## src/bsl_pkg.sv

```systemverilog
// Shared types and codes for the surface lock layout block.
// No dependencies.
package bsl_pkg;

  localparam logic [2:0] STATUS_OK       = 3'd0;
  localparam logic [2:0] STATUS_FORMAT   = 3'd1;
  localparam logic [2:0] STATUS_EXTENT   = 3'd2;
  localparam logic [2:0] STATUS_OVERFLOW = 3'd3;
  localparam logic [2:0] STATUS_PITCH    = 3'd4;
  localparam logic [2:0] STATUS_ALIGN    = 3'd5;

  localparam logic [1:0] FMT_DXT1  = 2'd0;
  localparam logic [1:0] FMT_DXT3  = 2'd1;
  localparam logic [1:0] FMT_DXT5  = 2'd2;
  localparam logic [1:0] FMT_OTHER = 2'd3;

  localparam logic [4:0] BPB_SMALL = 5'd8;
  localparam logic [4:0] BPB_LARGE = 5'd16;

  typedef struct packed {
    logic [1:0]  format_kind;
    logic [31:0] surf_width;
    logic [31:0] surf_height;
    logic signed [31:0] row_pitch;
    logic        has_rect;
    logic signed [31:0] rect_left;
    logic signed [31:0] rect_top;
    logic signed [31:0] rect_right;
    logic signed [31:0] rect_bottom;
  } req_t;

  typedef struct packed {
    logic [2:0]  status;
    logic [4:0]  bytes_per_block;
    logic [31:0] full_row_size;
    logic [29:0] full_row_count;
    logic [28:0] first_block_col;
    logic [28:0] first_block_row;
    logic [31:0] rect_row_size;
    logic [29:0] rect_row_count;
    logic [61:0] packed_size;
    logic [61:0] source_span;
    logic        whole_surface;
  } rsp_t;

  // result of the front checks; extents valid only when status is OK
  typedef struct packed {
    logic [2:0]  status;
    logic        wide_block;
    logic [30:0] w;
    logic [30:0] h;
    logic [30:0] pitch;
    logic [30:0] l;
    logic [30:0] t;
    logic [30:0] r;
    logic [30:0] b;
    logic        whole;
  } check_t;

endpackage

```

## src/bsl_check.sv

```systemverilog
// Front validation of one lock request: format, extent, overflow, pitch sign
// and zero, rectangle bounds and alignment. Depends on bsl_pkg.
module bsl_check (
  input  bsl_pkg::req_t   req,
  output bsl_pkg::check_t chk
);

  logic [31:0] l, t, r, b;
  logic        fmt_bad, zero_ext, big_ext, pitch_bad, outside, misalign;
  logic [2:0]  status;

  always_comb begin
    if (req.has_rect) begin
      l = req.rect_left;
      t = req.rect_top;
      r = req.rect_right;
      b = req.rect_bottom;
    end else begin
      l = '0;
      t = '0;
      r = req.surf_width;
      b = req.surf_height;
    end
  end

  assign fmt_bad   = (req.format_kind == bsl_pkg::FMT_OTHER);
  assign zero_ext  = (req.surf_width == '0) || (req.surf_height == '0);
  assign big_ext   = req.surf_width[31] || req.surf_height[31];
  assign pitch_bad = req.row_pitch[31] || (req.row_pitch == '0);

  assign outside = l[31] || t[31] ||
                   ($signed(r) <= $signed(l)) || ($signed(b) <= $signed(t)) ||
                   r[31] || (r > req.surf_width) ||
                   b[31] || (b > req.surf_height);

  assign misalign = (l[1:0] != 2'b00) || (t[1:0] != 2'b00) ||
                    ((r[1:0] != 2'b00) && (r != req.surf_width)) ||
                    ((b[1:0] != 2'b00) && (b != req.surf_height));

  always_comb begin
    if (fmt_bad)        status = bsl_pkg::STATUS_FORMAT;
    else if (zero_ext)  status = bsl_pkg::STATUS_EXTENT;
    else if (big_ext)   status = bsl_pkg::STATUS_OVERFLOW;
    else if (pitch_bad) status = bsl_pkg::STATUS_PITCH;
    else if (outside)   status = bsl_pkg::STATUS_EXTENT;
    else if (misalign)  status = bsl_pkg::STATUS_ALIGN;
    else                status = bsl_pkg::STATUS_OK;
  end

  assign chk.status     = status;
  assign chk.wide_block = (req.format_kind != bsl_pkg::FMT_DXT1);
  assign chk.w          = req.surf_width[30:0];
  assign chk.h          = req.surf_height[30:0];
  assign chk.pitch      = req.row_pitch[30:0];
  assign chk.l          = l[30:0];
  assign chk.t          = t[30:0];
  assign chk.r          = r[30:0];
  assign chk.b          = b[30:0];
  assign chk.whole      = (l == '0) && (t == '0) &&
                          (r == req.surf_width) && (b == req.surf_height);

endmodule

```

## config.mk

```make
export PLATFORM = sky130hd
export DESIGN_NAME = bsl_check
export DESIGN_NICKNAME = d
export VERILOG_FILES = /design/src/bsl_pkg.sv /design/src/bsl_check.sv
export SDC_FILE = /design/constraint.sdc
export NUM_CORES = 1
export LEC_CHECK = 0
export BUFFER_PORTS_ARGS = -buffer_cell sky130_fd_sc_hd__buf_2
export CORE_AREA = 2 2 174 176
export DETAILED_ROUTE_END_ITERATION = 7
export DIE_AREA = 0 0 176 178
export GPL_ROUTABILITY_DRIVEN = 1
export SLEW_MARGIN = 25
export SYNTH_ARGS = -nofsm -noshare
export SYNTH_HDL_FRONTEND = slang
export SYNTH_SLANG_ARGS = --single-unit
```

## constraint.sdc

```tcl
create_clock -name vclk -period 5.4
set_input_delay 0.27 -clock vclk [all_inputs]
set_output_delay 0.27 -clock vclk [all_outputs]
set_load 0.02 [all_outputs]
```

# After elaboration in Yosys (flattened, before gate mapping)
# Index checks and enable logic that the tools add are counted.
[totals] reg_bits=0 inputBits=227 out_inout_bits=222 elab_cells=47
[classes] n_lt_le_gt_ge=4 n_eq_ne=5 muxes=10 reduce_logical=28
[op_table] op="32-bit zero test" n=5
[op_table] op="32-bit two-way mux" n=4
[op_table] op="32-bit == test" n=2
[op_table] op="32-bit greater-than comparator" n=2
[op_table] op="32-bit <= comparator" n=2
[op_table] op="32-bit != test" n=2
[op_table] op="3-bit two-way mux" n=6
[op_table] op="1-bit logical OR" n=13
[op_table] op="2-bit nonzero test" n=5
[op_table] op="1-bit logical AND" n=5
[op_table] op="2-bit == test (second input constant)" n=1

# Longest topological paths before layout
# Gate-level depths: netlist of the first run.
[logic_depth] depth_word=13 ltp_mapped=17 mapped_depth_nobuf=11

# Worst setup path after synthesis of the first run
# Ideal clock, no wire load.
[synth_path] path_type="input to output" startpoint="input req[128] (netlist name)" endpoint="output chk[221] (netlist name)" arrival_time_ns=4.572 required_time_ns=5.130 path_slack_ns=0.558 path_stages=17 n_path_buf=6 path_cell_list="buf_2 clkbuf_1 buf_1 clkbuf_1 clkbuf_1 clkbuf_1 nand2_1 o21ai_0 ha_1 a211oi_1 nor2_1 a2111oi_0 nor3_1 or4_4 a2111oi_4 nand2_1 a221oi_2"
[synth_lines] item="start, declared" line="bsl_check.sv:4" source="input bsl_pkg::req_t req,"
[synth_lines] item="end, declared" line="bsl_check.sv:5" source="output bsl_pkg::check_t chk"

==> results.rst, run 1 <==
.. list-table::
   :header-rows: 1

   * - Metric
     - Value
   * - Status
     - finished, final reports clean
   * - Num sequential
     - 0
   * - Achievable frequency
     - 217.4 MHz
   * - Largest vdd supply drop
     - 37.69 uV
   * - Relative contribution of the clock network to total power
     - 0%
   * - Summed instance area of the synthesized netlist
     - 0.005366 mm^2
   * - Classification of the worst-slack hold path
     - in2out
   * - Final clock period utilization by the worst path
     - 85.18%
   * - Worst setup SP type
     - primary input
   * - Total non-filler cell area in the finished layout
     - 0.007366 mm^2
   * - Highest-count cells in the layout ignoring fill and taps
     - 448 x sky130_fd_sc_hd__buf_2, 138 x sky130_fd_sc_hd__nand2_1, 128 x sky130_fd_sc_hd__inv_1, 128 x sky130_fd_sc_hd__ha_1, 73 x sky130_fd_sc_hd__o21ai_0
   * - Setup TNS after final layout
     - 0 ns
   * - Unrepaired setup endpoints after global routing
     - false
   * - Max Fanout on Critical Path
     - 107
   * - Initial antenna violation count
     - 0
   * - Total buffers and inverters traversed by the critical path
     - 3
   * - Count of nets left with antenna violations after detail routing
     - 0
   * - Syn_nets
     - 1183
   * - Final cell count without fillers
     - 1557
   * - Critical path destination
     - chk[221]
   * - Vertical extent of the die
     - 178 um
   * - Hold_ws
     - 0.7731 ns
   * - Die W
     - 176 um
   * - Critical-path cell with the highest stage delay
     - sky130_fd_sc_hd__or4_4
   * - Area of the core
     - 0.02940 mm^2
   * - Switching part of the total power
     - 63.93%
   * - Commonest non-fill, non-tap cell in the layout
     - sky130_fd_sc_hd__buf_2
   * - Max cap viols
     - 0
   * - Initial cell density of the core
     - 18.25%
   * - Detailed Routing Iterations Pass 1
     - 6
   * - Cell area after placement
     - 0.007366 mm^2
   * - Boundary pin count
     - 449
   * - Count of warnings emitted by yosys
     - 0
   * - Transition time at the pin with the least slew margin
     - 0.8270 ns
   * - Launching element of the worst setup path
     - req[128]
   * - Global-route wire length before repair
     - 41.21 mm
   * - Sequence of cells on the critical path
     - buf_6, buf_4, o21ai_0, ha_1, nand4_1, nor3_1, nand3_4, o311a_1, or4_4, a2111oi_4, nand2_1, a221oi_2, buf_2
   * - Total power
     - 0.7802 mW
   * - Number of gates given a new drive strength after cts
     - 0
   * - Number of buffers inserted by post-CTS setup repair
     - 0
   * - Number of gates on the worst path with buffers counted
     - 13
   * - Final Critical Period
     - 4.600 ns
   * - Crit. End Element
     - output port
   * - Pin count of the biggest net entering global routing
     - 108
   * - Combined global-route utilization of all metal layers
     - 17.45%
   * - Count of endpoints failing setup in the final report
     - 0
   * - Worst stage delay on the critical path
     - 0.57 ns
   * - Post-CTS Hold Fix Bufs
     - 0
   * - Estimated wirelength of the detail-placed design
     - 26.73 mm
   * - Mapped Avg Cell Area
     - 6.481 um^2
   * - I/O Buffers
     - 449
   * - Number of distinct library cells after synthesis
     - 52
   * - Max-slew violation total from the final report
     - 0
   * - Number of hold violations in the final report
     - 0
   * - Combinational share of power
     - 100.0%
   * - Total via count after detailed routing
     - 7045
   * - Sequential cell area in the final layout
     - 0 um^2
   * - Static leakage
     - 4.486 nW
   * - Worst slew margin relative to its limit
     - 44.36%
   * - NumNets Final
     - 1524
   * - Ant. Diodes
     - 0
   * - Standard-cell row count
     - 63
   * - Wire length per cell after detailed routing
     - 18.86 um
   * - DP Cell Count
     - 1557
   * - Drt total wl
     - 29.36 mm
   * - Number of global-route vias before repair
     - 6693
   * - Cell family with the largest share of critical-path delay
     - simple AND/OR/NAND/NOR gates
   * - CLK BUF
     - 0
   * - Residual DRC
     - 0
   * - Die outline area
     - 0.03133 mm^2
   * - Fraction of layout instances using a drive strength above 1
     - 40.02%
   * - Crit path kind
     - in2out
   * - Sequential cell area fraction in the yosys report
     - 0%
   * - Worst endpoint required time
     - 5.13 ns
   * - Final Core Density
     - 25.05%
   * - Synth-to-Final Area Change
     - 37.26%
   * - Placer's final routability congestion estimate
     - 0.9206
   * - Number of instances in the synthesized netlist
     - 828
   * - Ratio of routed vias to standard cells
     - 4.525
   * - Setup ws final
     - 0.8004 ns
   * - Switching pwr
     - 0.4988 mW
   * - Post-place setup slack
     - 0.7698 ns
   * - Leftover overflow at the end of global routing
     - 0
   * - Detailed router's first-iteration violation count
     - 304
   * - Critical path arrival
     - 4.33 ns
   * - Power per unit of standard cell area
     - 105.9 mW/mm^2
   * - Int Pwr
     - 0.2814 mW
   * - Portion of total power attributed to sequential cells
     - 0%
## layer usage
layer  vias up  share of wire, %  track usage (%)  routed length, um
met5         -                 0                0                  0
met4         0               1.2            1.963                366
met3        12               5.3            1.407               1546
met2       299                51            33.04              14860
met1      3225                43            22.09              12580
li1       3509                 -                -                  -
## cell usage after synthesis (all sizes together) (2+ instances only)
| cell type | instances | area [um^2] |
|---|---|---|
| o211ai | 3 | 22.52 |
| nor2b | 5 | 31.28 |
| nor3 | 5 | 25.02 |
| nand2b | 3 | 18.77 |
| nor3b | 2 | 15.01 |
| nor2 | 14 | 52.55 |
| or2 | 2 | 12.51 |
| a21oi | 44 | 220.2 |
| and3 | 2 | 12.51 |
| nand2 | 138 | 518.0 |
| clkbuf | 18 | 67.56 |
| a221o | 2 | 20.02 |
| and2 | 10 | 62.56 |
| a211oi | 6 | 57.56 |
| inv | 129 | 484.2 |
| ha | 128 | 1602 |
| nand3 | 15 | 87.59 |
| o22ai | 2 | 12.51 |
| and4 | 2 | 17.52 |
| a21boi | 3 | 22.52 |
| o21a | 2 | 15.01 |
| o21ai | 76 | 380.4 |
| a21o | 14 | 105.1 |
| a311oi | 2 | 17.52 |
| a221oi | 4 | 41.29 |
| nand4 | 36 | 244.0 |
| nor4 | 44 | 290.3 |
| or4 | 4 | 33.78 |
| a2111oi | 4 | 53.81 |
| or3 | 4 | 25.02 |
| buf | 96 | 710.7 |
## worst min path at each step
stage          startpoint  endpoint  slack [ns]  cells after the start
6_report         req[143]  chk[139]        0.77                      2
5_1_grt          req[159]  chk[155]        0.78                      2
4_1_cts          req[151]  chk[147]        0.77                      2
3_5_place_dp     req[130]  chk[126]        0.77                      2
3_3_place_gp     req[143]  chk[139]        0.77                      2
2_1_floorplan    req[226]  chk[221]        0.62                      1
## area by class of cell
cell class,instances,area [um^2]
fill,3388,22040
tap,390,488.0
multi-input combinational,585,4110
inverter,129,484.2
timing repair buffer,453,2283
## kinds of logic after synthesis
family	synth area share, %
buffers and inverters	23.53
AO/OA/AOI/OAI	19.05
AND/OR/NAND/NOR	27.19
adder cells (fa/ha/maj)	29.84
multiplexers	0.3964
## power by group through the flow
stage / clock network [mW] / registers (mW) / logic (mW)
after floorplan: 0 / 0 / 0.498
after global placement: 0 / 0 / 0.780
after detailed placement: 0 / 0 / 0.784
after CTS: 0 / 0 / 0.788
after global routing: 0 / 0 / 0.865
final: 0 / 0 / 0.780
(Power assumes the default switching activity.)
==> run 2: changes to the inputs <==
- CELL_PAD_IN_SITES_DETAIL_PLACEMENT: default -> 0
- CELL_PAD_IN_SITES_GLOBAL_PLACEMENT: default -> 2
- CORE_AREA: 2 2 174 176 -> 2 2 177 179
- DIE_AREA: 0 0 176 178 -> 0 0 179 181
- PLACE_DENSITY_LB_ADDON: default -> 0.1
==> results.rst, run 2 (synthesis gave the netlist of run 1 again) <==
.. list-table::
   :header-rows: 1

   * - Metric
     - Value
   * - CLK BUF
     - 0 (unchanged)
   * - Setup ws final
     - 0.8153 ns (+0.01486 ns)
   * - Area of the core
     - 0.03035 mm^2 (+3.2%)
   * - Number of gates given a new drive strength after cts
     - 0 (unchanged)
   * - DP Cell Count
     - 1564 (+0.45%)
   * - Final cell count without fillers
     - 1565 (+0.51%)
   * - Highest-count cells in the layout ignoring fill and taps
     - 448 x sky130_fd_sc_hd__buf_2, 138 x sky130_fd_sc_hd__nand2_1, 128 x sky130_fd_sc_hd__inv_1, 128 x sky130_fd_sc_hd__ha_1, 73 x sky130_fd_sc_hd__o21ai_0
   * - Commonest non-fill, non-tap cell in the layout
     - sky130_fd_sc_hd__buf_2
   * - Combined global-route utilization of all metal layers
     - 18.11% (+0.66 points)
   * - Detailed Routing Iterations Pass 1
     - 5 (-1)
   * - Max-slew violation total from the final report
     - 0 (unchanged)
   * - Max Fanout on Critical Path
     - 115 (+7.5%)
   * - Number of fill cells in the layout
     - 3566 (+5.3%)
   * - Worst Hold Depth
     - 2 (unchanged)
   * - NumNets Final
     - 1525 (+0.066%)
   * - Sequential cell area in the final layout
     - 0 um^2 (unchanged)
   * - Number of gates on the worst path with buffers counted
     - 13 (unchanged)
   * - Die W
     - 179 um (+1.7%)
   * - Sequence of cells on the critical path
     - buf_6, buf_12, o21ai_0, ha_1, nand4_1, nor3_1, nand3_4, o311a_1, or4_4, a2111oi_4, nand2_1, a221oi_2, buf_2
   * - Global-route wire length before repair
     - 43.86 mm (+6.4%)
   * - Cell area after placement
     - 0.007387 mm^2 (+0.29%)
   * - Peak-usage layer in the global routing report
     - met2
   * - Setup TNS after final layout
     - 0 ns (unchanged)
   * - Drt total wl
     - 30.86 mm (+5.1%)
   * - Residual DRC
     - 0 (unchanged)
   * - Post-place setup slack
     - 0.8261 ns (+0.05632 ns)
   * - Number of buffers inserted by post-CTS setup repair
     - 0 (unchanged)
   * - Fraction of layout instances using a drive strength above 1
     - 39.98% (about the same)
   * - Worst endpoint required time
     - 5.13 ns (about the same)
   * - Total buffers and inverters traversed by the critical path
     - 3 (unchanged)
   * - Initial antenna violation count
     - 2 (+2)
   * - Unrepaired setup endpoints after global routing
     - false
   * - Number of global-route vias before repair
     - 6892 (+3.0%)
   * - Power per unit of standard cell area
     - 105.8 mW/mm^2 (-0.11%)
   * - Critical path arrival
     - 4.31 ns (-0.02 ns)
   * - Crit path kind
     - in2out
   * - Ratio of routed vias to standard cells
     - 4.317 (-4.6%)
   * - Total non-filler cell area in the finished layout
     - 0.007390 mm^2 (+0.32%)
   * - Count of nets left with antenna violations after detail routing
     - 0 (unchanged)
   * - Worst setup SP type
     - primary input
   * - Initial cell density of the core
     - 17.68% (-0.57 points)
   * - Detailed router's first-iteration violation count
     - 242 (-20%)
   * - Worst stage delay on the critical path
     - 0.58 ns (about the same)
   * - Estimated wirelength of the detail-placed design
     - 28.17 mm (+5.4%)
   * - Vertical extent of the die
     - 181 um (+1.7%)
   * - Classification of the worst-slack hold path
     - in2out
   * - Max cap viols
     - 0 (unchanged)
   * - GRT met1 Usage
     - 22.58% (+0.49 points)
   * - I/O Buffers
     - 449 (unchanged)
   * - Achievable frequency
     - 218.1 MHz (+0.32%)
   * - Synth-to-Final Area Change
     - 37.70%
   * - Met2 layer usage reported by global route
     - 33.92% (+0.89 points)
   * - Transition time at the pin with the least slew margin
     - 0.9111 ns (+0.08409 ns)
   * - Total power
     - 0.7818 mW (+0.21%)
   * - Total via count after detailed routing
     - 6756 (-4.1%)
   * - Static leakage
     - 4.495 nW (+0.19%)
   * - Crit. End Element
     - output port
   * - Leftover overflow at the end of global routing
     - 0 (unchanged)
   * - Hold_ws
     - 0.7733 ns (+0.0001940 ns)
   * - Placer's final routability congestion estimate
     - 0.7993 (-13%)
   * - Final Critical Period
     - 4.585 ns (-0.01486 ns)
   * - Final clock period utilization by the worst path
     - 84.90% (-0.28 points)
   * - Die outline area
     - 0.03240 mm^2 (+3.4%)
   * - Number of hold violations in the final report
     - 0 (unchanged)
   * - Worst slew margin relative to its limit
     - 38.70% (-5.7 points)
   * - Num sequential
     - 0 (unchanged)
   * - Final Core Density
     - 24.35% (-0.70 points)
   * - Wire length per cell after detailed routing
     - 19.72 um (+4.6%)
   * - Met3 Usage GRT
     - 2.462% (+1.1 points)
   * - Cell family with the largest share of critical-path delay
     - simple AND/OR/NAND/NOR gates
   * - Standard-cell row count
     - 64 (+1.6%)
   * - Pin count of the biggest net entering global routing
     - 116 (+7.4%)
   * - Post-CTS Hold Fix Bufs
     - 0 (unchanged)
   * - Status
     - finished, final reports clean
   * - Critical-path cell with the highest stage delay
     - sky130_fd_sc_hd__buf_6
   * - Boundary pin count
     - 449 (unchanged)
   * - Count of endpoints failing setup in the final report
     - 0 (unchanged)
   * - Largest vdd supply drop
     - 32.94 uV (-13%)
==> run 2: cell count changes in the layout (fill, tap and decap cells not counted) <==
cell / before / now
sky130_fd_sc_hd__diode_2: 0 / 1
sky130_fd_sc_hd__buf_12: 0 / 1
sky130_fd_sc_hd__nor4_1: 42 / 43
sky130_fd_sc_hd__nor4_2: 1 / 0
==> run 2: final cells by class <==
class / instances / area (um^2) / area share (%)
inverter: 129 / 484.2 / 6.553
multi-input combinational: 585 / 4104 / 55.54
tap: 396 / 495.5 / 6.705
timing repair buffer: 454 / 2303 / 31.17
antenna: 1 / 2.502 / 0.03386
==> run 2: routing by layer <==
layer | wire, um | up-vias
met1 | 13140 | 2984
met3 | 1940 | 8
met4 | 243 | 2
li1 | - | 3510
met5 | 11 | -
met2 | 15530 | 252
==> run 2: path summary, 6_finish.rpt <==
path | startpoint | to | slack (ns)
max | req[128] | chk[221] | 0.82
min | req[129] | chk[125] | 0.77
==> run 2: power by group <==
group / internal [mW] / leakage [nW] / switching (mW)
Sequential: 0 / 0 / 0
Combinational: 0.282 / 4.50 / 0.500
Clock: 0.0000000247 / 0.00000634 / 0
Total: 0.282 / 4.50 / 0.500
